[config.mk]
export PLATFORM = sky130hd
export DESIGN_NAME = rbmf_div_cell
export DESIGN_NICKNAME = d
export VERILOG_FILES = /design/src/rtl/core/rgb_box_mean_filter_top_macros.svh /design/src/rtl/core/rbmf_pkg.sv /design/src/rtl/core/rbmf_div_cell.sv
export SDC_FILE = /design/constraint.sdc
export NUM_CORES = 1
export LEC_CHECK = 0
export BUFFER_PORTS_ARGS = -buffer_cell sky130_fd_sc_hd__buf_2
export CAP_MARGIN = 20
export CORE_ASPECT_RATIO = 0.8
export CORE_MARGIN = 2
export CORE_UTILIZATION = 40
export DETAILED_ROUTE_END_ITERATION = 10
export PLACE_DENSITY = 0.76
export SYNTH_ARGS = -nofsm -noshare
export SYNTH_HDL_FRONTEND = slang
export SYNTH_SLANG_ARGS = --single-unit
export TNS_END_PERCENT = 50
[constraint.sdc]
create_clock -name clk_i -period 1.9 [get_ports clk_i]
set_input_delay 0.38 -clock clk_i [delete_from_list [all_inputs] [get_ports clk_i]]
set_output_delay 0.38 -clock clk_i [all_outputs]
set_load 0.01 [all_outputs]
[src/rtl/core/rgb_box_mean_filter_top_macros.svh]
// Assertion macros for the box mean filter.
`ifndef RGB_BOX_MEAN_FILTER_TOP_MACROS_SVH
`define RGB_BOX_MEAN_FILTER_TOP_MACROS_SVH
`ifndef SYNTHESIS
`define RBMF_ASSERT(lbl, prop) \
  lbl: assert property (@(posedge clk_i) disable iff (!rst_ni) prop) \
    else $error("rbmf assertion failed");
`define RBMF_ASSERT_RST(lbl, prop) \
  lbl: assert property (@(posedge clk_i) prop) \
    else $error("rbmf assertion failed during reset");
`else
`define RBMF_ASSERT(lbl, prop)
`define RBMF_ASSERT_RST(lbl, prop)
`endif
`endif

[src/rtl/core/rbmf_pkg.sv]
// Shared constants and types of the box mean filter.
package rbmf_pkg;
  localparam int PIX_W   = 8;
  localparam int NCH     = 3;
  localparam int CFG_W   = 12;
  localparam int COORD_W = 11;
  localparam int IDX_W   = 2;

  localparam logic [IDX_W-1:0] REG_WIDTH  = 2'd0;
  localparam logic [IDX_W-1:0] REG_HEIGHT = 2'd1;
  localparam logic [IDX_W-1:0] REG_RADIUS = 2'd2;

  localparam logic [CFG_W-1:0] WIDTH_RST  = 12'd640;
  localparam logic [CFG_W-1:0] HEIGHT_RST = 12'd480;
  localparam logic [1:0]       RADIUS_RST = 2'd1;

  typedef enum logic [1:0] {
    ST_IDLE,
    ST_RD,
    ST_FIN,
    ST_PUSH
  } state_e;
endpackage

[src/rtl/core/rbmf_div_cell.sv]
// One cell of the divider chain: resolves one quotient bit per channel.
module rbmf_div_cell #(
  parameter int  SUMW = 16,
  parameter int  NW   = 6,
  parameter int  BIT  = 7,
  parameter type TAG_T = logic
) (
  input  logic                                      clk_i,
  input  logic                                      rst_ni,
  input  logic                                      en_i,
  input  logic [NW-1:0]                             div_i,
  input  logic                                      valid_i,
  input  logic [rbmf_pkg::NCH-1:0][SUMW-1:0]         rem_i,
  input  logic [rbmf_pkg::NCH-1:0][rbmf_pkg::PIX_W-1:0] quot_i,
  input  TAG_T                                      tag_i,
  output logic                                      valid_o,
  output logic [rbmf_pkg::NCH-1:0][SUMW-1:0]         rem_o,
  output logic [rbmf_pkg::NCH-1:0][rbmf_pkg::PIX_W-1:0] quot_o,
  output TAG_T                                      tag_o
);
  logic                                          valid_q;
  logic [rbmf_pkg::NCH-1:0][SUMW-1:0]             rem_q, rem_d;
  logic [rbmf_pkg::NCH-1:0][rbmf_pkg::PIX_W-1:0]  quot_q, quot_d;
  TAG_T                                          tag_q;
  logic [SUMW-1:0]                               dsh;

  assign dsh = SUMW'(div_i) << BIT;

  always_comb begin
    rem_d  = rem_i;
    quot_d = quot_i;
    for (int c = 0; c < rbmf_pkg::NCH; c++) begin
      if (rem_i[c] >= dsh) begin
        rem_d[c]       = rem_i[c] - dsh;
        quot_d[c][BIT] = 1'b1;
      end
    end
  end

  always_ff @(posedge clk_i or negedge rst_ni) begin
    if (!rst_ni) begin
      valid_q <= 1'b0;
    end else if (en_i) begin
      valid_q <= valid_i;
    end
  end

  always_ff @(posedge clk_i) begin
    if (en_i) begin
      rem_q  <= rem_d;
      quot_q <= quot_d;
      tag_q  <= tag_i;
    end
  end

  assign valid_o = valid_q;
  assign rem_o   = rem_q;
  assign quot_o  = quot_q;
  assign tag_o   = tag_q;
endmodule

==> impl_metrics.csv, run 1 <==
group,metric,value,unit
run_status,outcome,"finished, final reports clean",
final_layout,antenna_cells,0,
min_path,min_path_type,"in -> reg",
sta,fin_crit_sh,97.01,%
routing,ant_nets,0,
min_path,min-delay-start,"quot_i[0]",
final_layout,layout_common_cells,"buf_2 (156), edfxtp_1 (73), buf_4 (66)",
sta,slew_headroom,74.08,%
sta,fin_crit,1.843,ns
critical_path,crit_path_end_kind,"flip-flop",
routing,first_pass_iters,4,
sta,rsz0062_at_grt,"yes",
synthesis,synth-seq-cells,74,
final_layout,fillers,731,
routing,routed_via_density,5.139,
place,place_congestion,0.8800,
floorplan,pin_count,157,
synthesis,yosysSeqAreaShare,58.77,%
sta,whs,0.2167,ns
clock_network,clock_path_buffers,2,
sta,finClkSkew,0,ns
final_layout,finish.utilization,61.48,%
global_routing,globalRoute.totalOverflow,0,
final_layout,regArea,2217,um^2
synthesis,async_flop_share,1.351,%
pwr,p_leak,2.489,nW
synthesis,syn_area,3772,um^2
place,dp_worst_setup_slack,-0.2814,ns
critical_path,worst_r2r_endpoint,"valid_o$_DFFE_PN0P_",
clock_network,path_clk_slew,0.06,ns
synthesis,ys_types,54,
critical_path,worstSetupPathType,"in -> reg",
floorplan,die_h,90.86,um
floorplan,core_area,9115,um^2
min_path,min_path_cells,1,
clock_network,cts_tree,"yes",
sta,finalHoldViolCount,0,
place,dp_hpwl,8.129,mm
synthesis,yosysTopAreaCell,"edfxtp_1",
synthesis,synth.area.top_cells,"edfxtp_1 (58%), ha_1 (6.0%), o31ai_1 (2.4%)",
min_path,holdPathEnd,"quot_o[0]$_DFFE_PP_",
global_routing,grt_pass1_vias,3385,
pwr,peakVddDrop,0.0006295,V
job,maxCapViolCount,0,
clock_network,h-tree-depth,3,
clock_network,clock-sinks,74,
synthesis,synth_warnings,0,
clock_network,cts_made_buffers,9,
critical_path,required,1.98,ns
routing,drt_wl_total,10.09,mm
sta,layout_setup_ws,0.05677,ns
routing,first_iter_violations,156,
final_layout,multiInputGateArea,1525,um^2
global_routing,grt_start_max_net_pins,31,
floorplan,fp.dieW,112.6,um
final_layout,nNetsFinal,602,
final_layout,area_growth,48.56,%
clock_network,post-cts-setup-buffer-count,0,
synthesis,synth_edf_count,73,
synthesis,synth_flop_cell,"edfxtp_1",
floorplan,rows,31,
routing,drcViolationCount,0,
critical_path,arrival,1.93,ns
global_routing,grt_pass1_wl,16.42,mm
routing,avgRoutedWirePerCell,16.32,um
sta,setup_viol,0,
critical_path,crit_fanout,5,
critical_path,rrSetupSlack,1.15,ns
final_layout,drive_gt1_share,54.27,%
routing,vias,3176,
clock_network,clk_latency,0.33,ns
critical_path,ff2ff_path_depth,1,
final_layout,mostFrequentLayoutCell,"buf_2",
sta,drv_slew,0,
pwr,powerDensity,847.9,nW/um^2
clock_network,cts-root-buf,"clkbuf_16",
synthesis,syn_area_per_cell,14.24,um^2
sta,tightest_slew,0.3856,ns
synthesis,synth_top_area_share,58.11,%
synthesis,synth_cells,265,
floorplan,initial_utilization,41.39,%
critical_path,timing.rr.start,"valid_o$_DFFE_PN0P_",
place,io_buffers,156,
floorplan,die_area,10230,um^2
synthesis,synth_nets,369,
global_routing,antenna_found_initial,1,
critical_path,start_kind,"input port",
global_routing,grtUsageTotal,20.45,%
sta,max_freq,542.5,MHz
[kinds of logic (layout without fill, tap and decap cells)]
group / after synthesis / count (layout) / synth area share [%]
flip-flops: 74 / 74 / 58.77
AO/OA/AOI/OAI: 73 / 73 / 15.92
AND/OR/NAND/NOR: 59 / 59 / 10.75
buffers and inverters: 23 / 261 / 2.720
adder cells (fa/ha/maj): 21 / 21 / 7.562
multiplexers: 12 / 12 / 3.582
XOR/XNOR: 3 / 3 / 0.6966
[critical path, cell delays in order]
cell      delay (ns)
buf_2           0.12
inv_6           0.06
ha_4            0.15
or4_4           0.46
a211oi_4        0.30
o22ai_2         0.13
mux2_4          0.32
[report_power, final]
group	internal [mW]	total, mW	leakage, nW	switching [mW]
Clock	1.04	1.75	0.150	0.707
Sequential	1.99	2.02	0.727	0.0370
Combinational	0.480	0.980	1.61	0.500
Total	3.51	4.75	2.49	1.24
[state kept, by name (all words and copies together) (netlist names)]
name     count
rem_o       48
valid_o      1
tag_o        1
quot_o      24
[final cells by class]
| cell class | instances | share of cell area (%) |
|---|---|---|
| repair buffers | 225 | 23.67 |
| inverters | 20 | 1.429 |
| flip-flops and latches | 74 | 39.56 |
| well taps | 115 | 2.568 |
| multi-input cells | 168 | 27.22 |
| clock inverters | 7 | 1.541 |
| clock buffers | 9 | 4.019 |
[how the worst max path moves through the flow]
stage                     startpoint             endpoint  slack, ns  cells past startpoint
after global routing        div_i[5]   rem_o[9]$_DFFE_PP_      -0.02                      7
after global placement      div_i[0]  rem_o[43]$_DFFE_PP_      -0.23                      7
after detailed placement    div_i[5]   rem_o[9]$_DFFE_PP_      -0.28                      7
final                       div_i[5]  rem_o[25]$_DFFE_PP_       0.06                      7
after floorplan             div_i[4]  rem_o[41]$_DFFE_PP_      -0.15                      7
after CTS                   div_i[5]   rem_o[9]$_DFFE_PP_       0.08                      7
[layer usage]
metal / track usage (%) / vias to the layer above / share of wire (%)
met4: 6.911 / 0 / 2.0
met5: 0 / - / 0
li1: - / 1535 / -
met3: 5.638 / 17 / 5.7
met1: 24.17 / 1523 / 41
met2: 35.83 / 101 / 51
[synth_stat cells (3+ instances only)]
cell	number
edfxtp_1	73
inv_1	20
ha_1	18
o31ai_1	12
o21a_1	9
o21ai_1	9
nor2_1	7
mux2i_1	6
nor2b_1	6
nor3_1	6
or4_1	6
a21o_1	5
o21ai_0	5
a21boi_0	4
and2_1	4
o221ai_1	4
or3_1	4
and3_1	3
fa_1	3
mux2_2	3
nand2b_1	3
nor3b_1	3
xnor2_1	3
[what timing repair did]
item | CTS | global route
setup endpoints to repair | 0 | 6
hold buffers | 1 | 0
gates resized for setup | 0 | 5
endpoints found under the hold margin | 1 | 0
[metrics by stage]
step           cells   TNS, ns  total power [mW]  cell area [um^2]
6_report         618         0             4.752              5604
5_1_grt          618  -0.01614             4.969              5604
4_1_cts          618         0             4.789              5575
3_5_place_dp     601    -6.063             3.019              5254
3_3_place_gp     601    -5.057             2.987              5254
2_1_floorplan    265   -0.2986             2.512              3827
(Power assumes the default switching activity.)
==> run 2, diff against run 1 <==
--- a/config.mk
+++ b/config.mk
@@ -5,13 +5,14 @@
 export SDC_FILE = /design/constraint.sdc
 export NUM_CORES = 1
 export LEC_CHECK = 0
+export ABC_AREA = 1
 export BUFFER_PORTS_ARGS = -buffer_cell sky130_fd_sc_hd__buf_2
 export CAP_MARGIN = 20
 export CORE_ASPECT_RATIO = 0.8
 export CORE_MARGIN = 2
 export CORE_UTILIZATION = 40
 export DETAILED_ROUTE_END_ITERATION = 10
-export PLACE_DENSITY = 0.76
+export PLACE_DENSITY = 0.75
 export SYNTH_ARGS = -nofsm -noshare
 export SYNTH_HDL_FRONTEND = slang
 export SYNTH_SLANG_ARGS = --single-unit
==> run 2 against run 1 <==
Compared with the run above:
- wire length fell by 1.5%
- die area rose by 6.8%
- clock skew did not move
- sequential share of layout area fell by 0.11 points
- count of clock-buffer cells in the layout rose by 1
- utilization fell by 3.7 points
- total power rose by 3.5%
- setup slack improved by 0.17 ns
- final area rose by 0.27%
- global-route usage fell by 1.9 points
- largest cell class unchanged
- highest routed layer unchanged
==> impl_metrics.csv, run 2 <==
group,metric,value,unit
synthesis,ys_types,22,
routing,drt_wl_total,9.939,mm
critical_path,start_kind,"input port",
critical_path,cp_slowest_cell,"fa_1",
place,io_buffers,156,
floorplan,core_area,9729,um^2
final_layout,regArea,2217,um^2
synthesis,synth_edf_count,73,
sta,slew_headroom,74.83,%
synthesis,yosysSeqAreaShare,54.86,%
routing,drcViolationCount,0,
floorplan,pin_count,157,
synthesis,synth_nets,523,
global_routing,globalRoute.totalOverflow,0,
clock_network,path_clk_slew,0.06,ns
place,place_congestion,0.8995,
final_layout,stdcell_count,763,
synthesis,synth_warnings,0,
final_layout,fillers,835,
synthesis,yosysMostFrequentCell,"nand2_1",
final_layout,drive_gt1_share,38.76,%
critical_path,crit_top_cell,"nand2_1",
synthesis,syn_area_per_cell,9.645,um^2
sta,rsz0062_at_grt,"no",
floorplan,rows,32,
run_status,outcome,"finished, final reports clean",
routing,first_iter_violations,226,
sta,fin_crit_sh,87.90,%
clock_network,clock_path_buffers,2,
job,maxCapViolCount,0,
clock_network,h-tree-depth,3,
place,dp_hpwl,8.084,mm
synthesis,yosysTopAreaCell,"edfxtp_1",
sta,max_freq,598.8,MHz
synthesis,syn_area,4041,um^2
synthesis,synth_cells,419,
synthesis,synth_flop_cell,"edfxtp_1",
clock_network,clock-sinks,74,
sta,setup_viol,0,
synthesis,synth_commonest_cells,"nand2_1 (132), edfxtp_1 (73), inv_1 (68)",
sta,finClkSkew,0,ns
final_layout,area_growth,39.04,%
final_layout,nNetsFinal,726,
global_routing,antenna_found_initial,0,
final_layout,multiInputGateArea,1546,um^2
critical_path,crit_fanout,3,
routing,first_pass_iters,5,
clock_network,cts_made_buffers,9,
global_routing,grt_start_max_net_pins,35,
critical_path,crit_path_end_kind,"flip-flop",
routing,avgRoutedWirePerCell,13.03,um
sta,tns,0,ns
critical_path,crit_buf_inv,2,
floorplan,die_h,93.91,um
sta,fin_crit,1.670,ns
synthesis,synth.area.top_cells,"edfxtp_1 (54%), nand2_1 (12%), inv_1 (6.3%)",
floorplan,die_area,10930,um^2
place,dpl.cell_count,746,
critical_path,cp_top_family,"adder cells",
min_path,min_path_type,"in -> reg",
final_layout,largest_reg_flops,48,
critical_path,arrival,1.75,ns
pwr,peakVddDrop,0.0004765,V
pwr,p_leak,2.845,nW
synthesis,synth_top_area_share,54.24,%
pwr,powerDensity,875.0,nW/um^2
clock_network,postCtsResizedCells,0,
sta,finalHoldViolCount,0,
sta,tightest_slew,0.3776,ns
synthesis,synth-seq-cells,74,
final_layout,layout_common_cells,"buf_2 (156), nand2_1 (132), edfxtp_1 (73)",
routing,vias,3486,
clock_network,clk_latency,0.32,ns
routing,routed_via_density,4.569,
floorplan,initial_utilization,41.54,%
critical_path,worstSetupPathType,"in -> reg",
critical_path,cpPeakStageDelay,0.39,ns
clock_network,cts-root-buf,"clkbuf_16",
global_routing,grtUsageTotal,18.56,%
global_routing,grt_pass1_vias,3336,
floorplan,fp.dieW,116.4,um
synthesis,async_flop_share,1.351,%
global_routing,grt_pass1_wl,15.46,mm
clock_network,cts_tree,"yes",
sta,drv_slew,0,
critical_path,required,1.98,ns
final_layout,antenna_cells,0,
routing,ant_nets,0,
critical_path,cp_cell_sequence,"buf_2 -> ha_1 -> fa_1 -> nand3b_1 -> nand2_1 -> nand2_1 -> nand3b_1 -> nand2_1 -> nand2_1 -> inv_1",
final_layout,mostFrequentLayoutCell,"buf_2",
run 2: kinds of logic (layout without fill, tap and decap cells):
| group | after synthesis | in the layout | synth area share, % |
|---|---|---|---|
| simple gates | 228 | 228 | 26.66 |
| flops | 74 | 74 | 54.86 |
| buf+inv | 74 | 282 | 6.873 |
| fa+ha+maj | 21 | 21 | 7.059 |
| compound gates | 12 | 12 | 2.322 |
| xor+xnor | 9 | 9 | 1.951 |
| mux | 1 | 1 | 0.2786 |
run 2: layout make-up:
class                      count  area share, %
clock buffer                  10          4.075
clock inverter                 6          2.004
inverter                      74          4.943
multi-input combinational    271          27.52
sequential                    74          39.46
tap                          136          3.028
timing repair buffer         192          18.97
run 2: path summary, 6_finish.rpt:
| kind | start | end | slack, ns | depth (start not counted) |
|---|---|---|---|---|
| max | div_i[0] | rem_o[31]$_DFFE_PP_ | 0.23 | 10 |
| min | quot_i[2] | quot_o[2]$_DFFE_PP_ | 0.23 | 1 |
| max reg2reg | valid_o$_DFFE_PN0P_ | valid_o$_DFFE_PN0P_ | 1.16 | 1 |
| min reg2reg | valid_o$_DFFE_PN0P_ | valid_o$_DFFE_PN0P_ | 0.51 | 1 |
| max in group asynchronous | rst_ni | valid_o$_DFFE_PN0P_ | 1.44 | 2 |
| min in group asynchronous | rst_ni | valid_o$_DFFE_PN0P_ | 0.38 | 2 |
run 2: repair_timing:
| item | in CTS | in global routing |
|---|---|---|
| endpoints found under the hold margin | 1 | 0 |
| hold buffers | 1 | 0 |
| buffers inserted | 0 | 0 |
run 2: per-layer routing:
metal | track usage [%] | routed length, um | vias to the layer above
met3 | 3.161 | 669 | 6
met2 | 32.46 | 4900 | 116
met1 | 22.85 | 4278 | 1599
li1 | - | - | 1765
met4 | 7.044 | 89 | 0
met5 | 0 | 0 | -
run 2: report_power, final:
group	internal, mW	switching [mW]
combinational	0.408	0.539
clock	1.29	0.651
sequential	1.99	0.0371
run 2: metrics by stage:
| stage | hold slack, ns | power (mW) | worst slack, ns | area [um^2] | utilization [%] |
|---|---|---|---|---|---|
| 2_1_floorplan | 0.08441 | 2.555 | 0.1326 | 4041 | - |
| 3_3_place_gp | 0.1547 | 2.989 | -0.08611 | 5268 | 54.14 |
| 6_report | 0.2260 | 4.917 | 0.2300 | 5619 | 57.75 |
| 5_1_grt | 0.2110 | 5.149 | 0.1183 | 5619 | 57.75 |
| 4_1_cts | 0.2151 | 4.964 | 0.2397 | 5619 | 57.75 |
| 3_5_place_dp | 0.1574 | 3.012 | -0.1032 | 5268 | 54.14 |
==> run 3, diff against run 2 <==
==> constraint.sdc (replaced) <==
create_clock -name clk_i -period 1.8 [get_ports clk_i]
set_input_delay 0.36 -clock clk_i [delete_from_list [all_inputs] [get_ports clk_i]]
set_output_delay 0.36 -clock clk_i [all_outputs]
set_load 0.01 [all_outputs]
==> run 3 against run 2 <==
Compared with the run above:
- utilization up 0.50 points
- die area unchanged
- non-clock buffer count increased by 10
- cell count up 1.2%
- critical path depth did not move
- worst hold slack lost 0.017 ns
- sequential cell count did not move
- critical endpoint is now rem_o[29]$_DFFE_PP_
- highest routed layer unchanged
==> impl_metrics.csv, run 3 (synthesis results as in run 2) <==
group,metric,value,unit
global_routing,grt_pass1_wl,16.02,mm
sta,finClkSkew,0,ns
critical_path,required,1.88,ns
pwr,p_comb_share,20.3,%
routing,ant_nets,0,
clock_network,clock_path_buffers,2,
critical_path,arrival,1.75,ns
pwr,powerDensity,894.8,nW/um^2
routing,avgRoutedWirePerCell,13.15,um
pwr,power.net_switching,1.309,mW
pwr,p_int,3.763,mW
critical_path,endpoint,"rem_o[29]$_DFFE_PP_",
final_layout,antenna_cells,0,
routing,drcViolationCount,0,
floorplan,rows,32,
final_layout,largest_reg_flops,48,
floorplan,pin_count,157,
critical_path,timing.rr.start,"valid_o$_DFFE_PN0P_",
sta,tns,0,ns
place,dp_hpwl,8.221,mm
sta,slew_headroom,75.50,%
job,maxCapViolCount,0,
floorplan,core_area,9729,um^2
global_routing,grtUsageTotal,18.99,%
floorplan,fp.dieW,116.4,um
pwr,p_leak,2.877,nW
clock_network,h-tree-depth,3,
sta,finalHoldViolCount,0,
final_layout,area_growth,40.25,%
critical_path,cp-startpoint,"div_i[0]",
final_layout,drive_gt1_share,39.78,%
critical_path,crit_fanout,3,
routing,first_iter_violations,243,
critical_path,worstSetupPathType,"in -> reg",
clock_network,cts_made_buffers,9,
critical_path,rrSetupSlack,1.03,ns
sta,fin_crit_sh,92.28,%
sta,setup_viol,0,
pwr,clockPowerShare,37.5,%
sta,fin_crit,1.661,ns
clock_network,cts_tree,"yes",
floorplan,die_h,93.91,um
final_layout,nNetsFinal,736,
clock_network,clock-sinks,74,
clock_network,clk_latency,0.32,ns
sta,drv_slew,0,
sta,max_freq,602.0,MHz
final_layout,stdcell_count,772,
global_routing,globalRoute.totalOverflow,0,
global_routing,antenna_found_initial,0,
sta,rsz0062_at_grt,"no",
critical_path,worst_r2r_endpoint,"valid_o$_DFFE_PN0P_",
floorplan,die_area,10930,um^2
place,dpl.cell_count,756,
run_status,outcome,"finished, final reports clean",
global_routing,grt_start_max_net_pins,34,
routing,first_pass_iters,4,
routing,drt_wl_total,10.15,mm
min_path,min_path_type,"in -> reg",
critical_path,crit_path_end_kind,"flip-flop",
clock_network,cts-root-buf,"clkbuf_16",
pwr,p_sw_share,25.80,%
sta,tightest_slew,0.3676,ns
place,io_buffers,156,
global_routing,grt_pass1_vias,3538,
floorplan,initial_utilization,41.54,%
clock_network,path_clk_slew,0.06,ns
critical_path,start_kind,"input port",
sta,whs,0.2094,ns
routing,vias,3505,
place,place_congestion,0.8894,
critical_path,ff2ff_path_depth,1,
final_layout,layout_common_cells,"buf_2 (156), nand2_1 (132), edfxtp_1 (73)",
routing,routed_via_density,4.540,
pwr,peakVddDrop,0.0004689,V
final_layout,mostFrequentLayoutCell,"buf_2",
pwr,seq_power_share,42.2,%
[run 3: final cells by class]
cell class | count | area (um^2)
fillers | 833 | 4061
flip-flops and latches | 74 | 2217
multi-input cells | 271 | 1546
repair buffers | 202 | 1141
inverters | 74 | 277.8
clock buffers | 9 | 225.2
well taps | 136 | 170.2
clock inverters | 6 | 90.09
[run 3: worst min-delay path by stage]
stage                     from                    to  cells past startpoint  slack (ns)
finish              quot_i[14]  quot_o[14]$_DFFE_PP_                      1        0.21
global route         quot_i[5]   quot_o[5]$_DFFE_PP_                      1        0.20
CTS                 quot_i[14]  quot_o[14]$_DFFE_PP_                      1        0.20
detailed placement      rst_ni   valid_o$_DFFE_PN0P_                      1        0.14
global placement        rst_ni   valid_o$_DFFE_PN0P_                      1        0.13
floorplan               rst_ni   valid_o$_DFFE_PN0P_                      0        0.06
[run 3: repair_timing]
| item | in CTS | in global routing |
|---|---|---|
| hold buffers | 1 | 0 |
| setup buffers | 0 | 0 |
| endpoints found under the hold margin | 1 | 0 |
| gates resized for setup | 0 | 0 |
[run 3: worst max-delay path: stages]
cell and delay [ns]:
buf_2 0.12, ha_1 0.24, fa_1 0.39, nand3b_1 0.17, nand2_1 0.15, nand2_1 0.10
nand3_1 0.07, nand2_1 0.06, nand2_1 0.05, inv_1 0.04
[run 3: routing by layer]
metal / GRT usage [%] / wire [um] / share of wire [%]
met1: 22.96 / 4364 / 43
met2: 33.09 / 4872 / 48
met3: 4.516 / 745 / 7.3
met4: 6.548 / 167 / 1.6
met5: 0 / 0 / 0
[run 3: power by group through the flow]
stage	clock network (mW)	logic (mW)	registers [mW]
global route	2.02	1.15	2.16
finish	1.90	1.03	2.14
floorplan	0	0.419	2.28
global placement	0	1.00	2.18
CTS	1.94	1.03	2.15
detailed placement	0	1.03	2.18
[run 3: metrics by stage]
step | instance area (um^2) | power, mW | setup WS (ns) | util, %
3_3_place_gp | 5343 | 3.179 | -0.1682 | 54.91
2_1_floorplan | 4041 | 2.697 | 0.05258 | -
6_report | 5668 | 5.072 | 0.1390 | 58.26
3_5_place_dp | 5343 | 3.209 | -0.1812 | 54.91
4_1_cts | 5668 | 5.124 | 0.1590 | 58.26
5_1_grt | 5668 | 5.327 | 0.02689 | 58.26
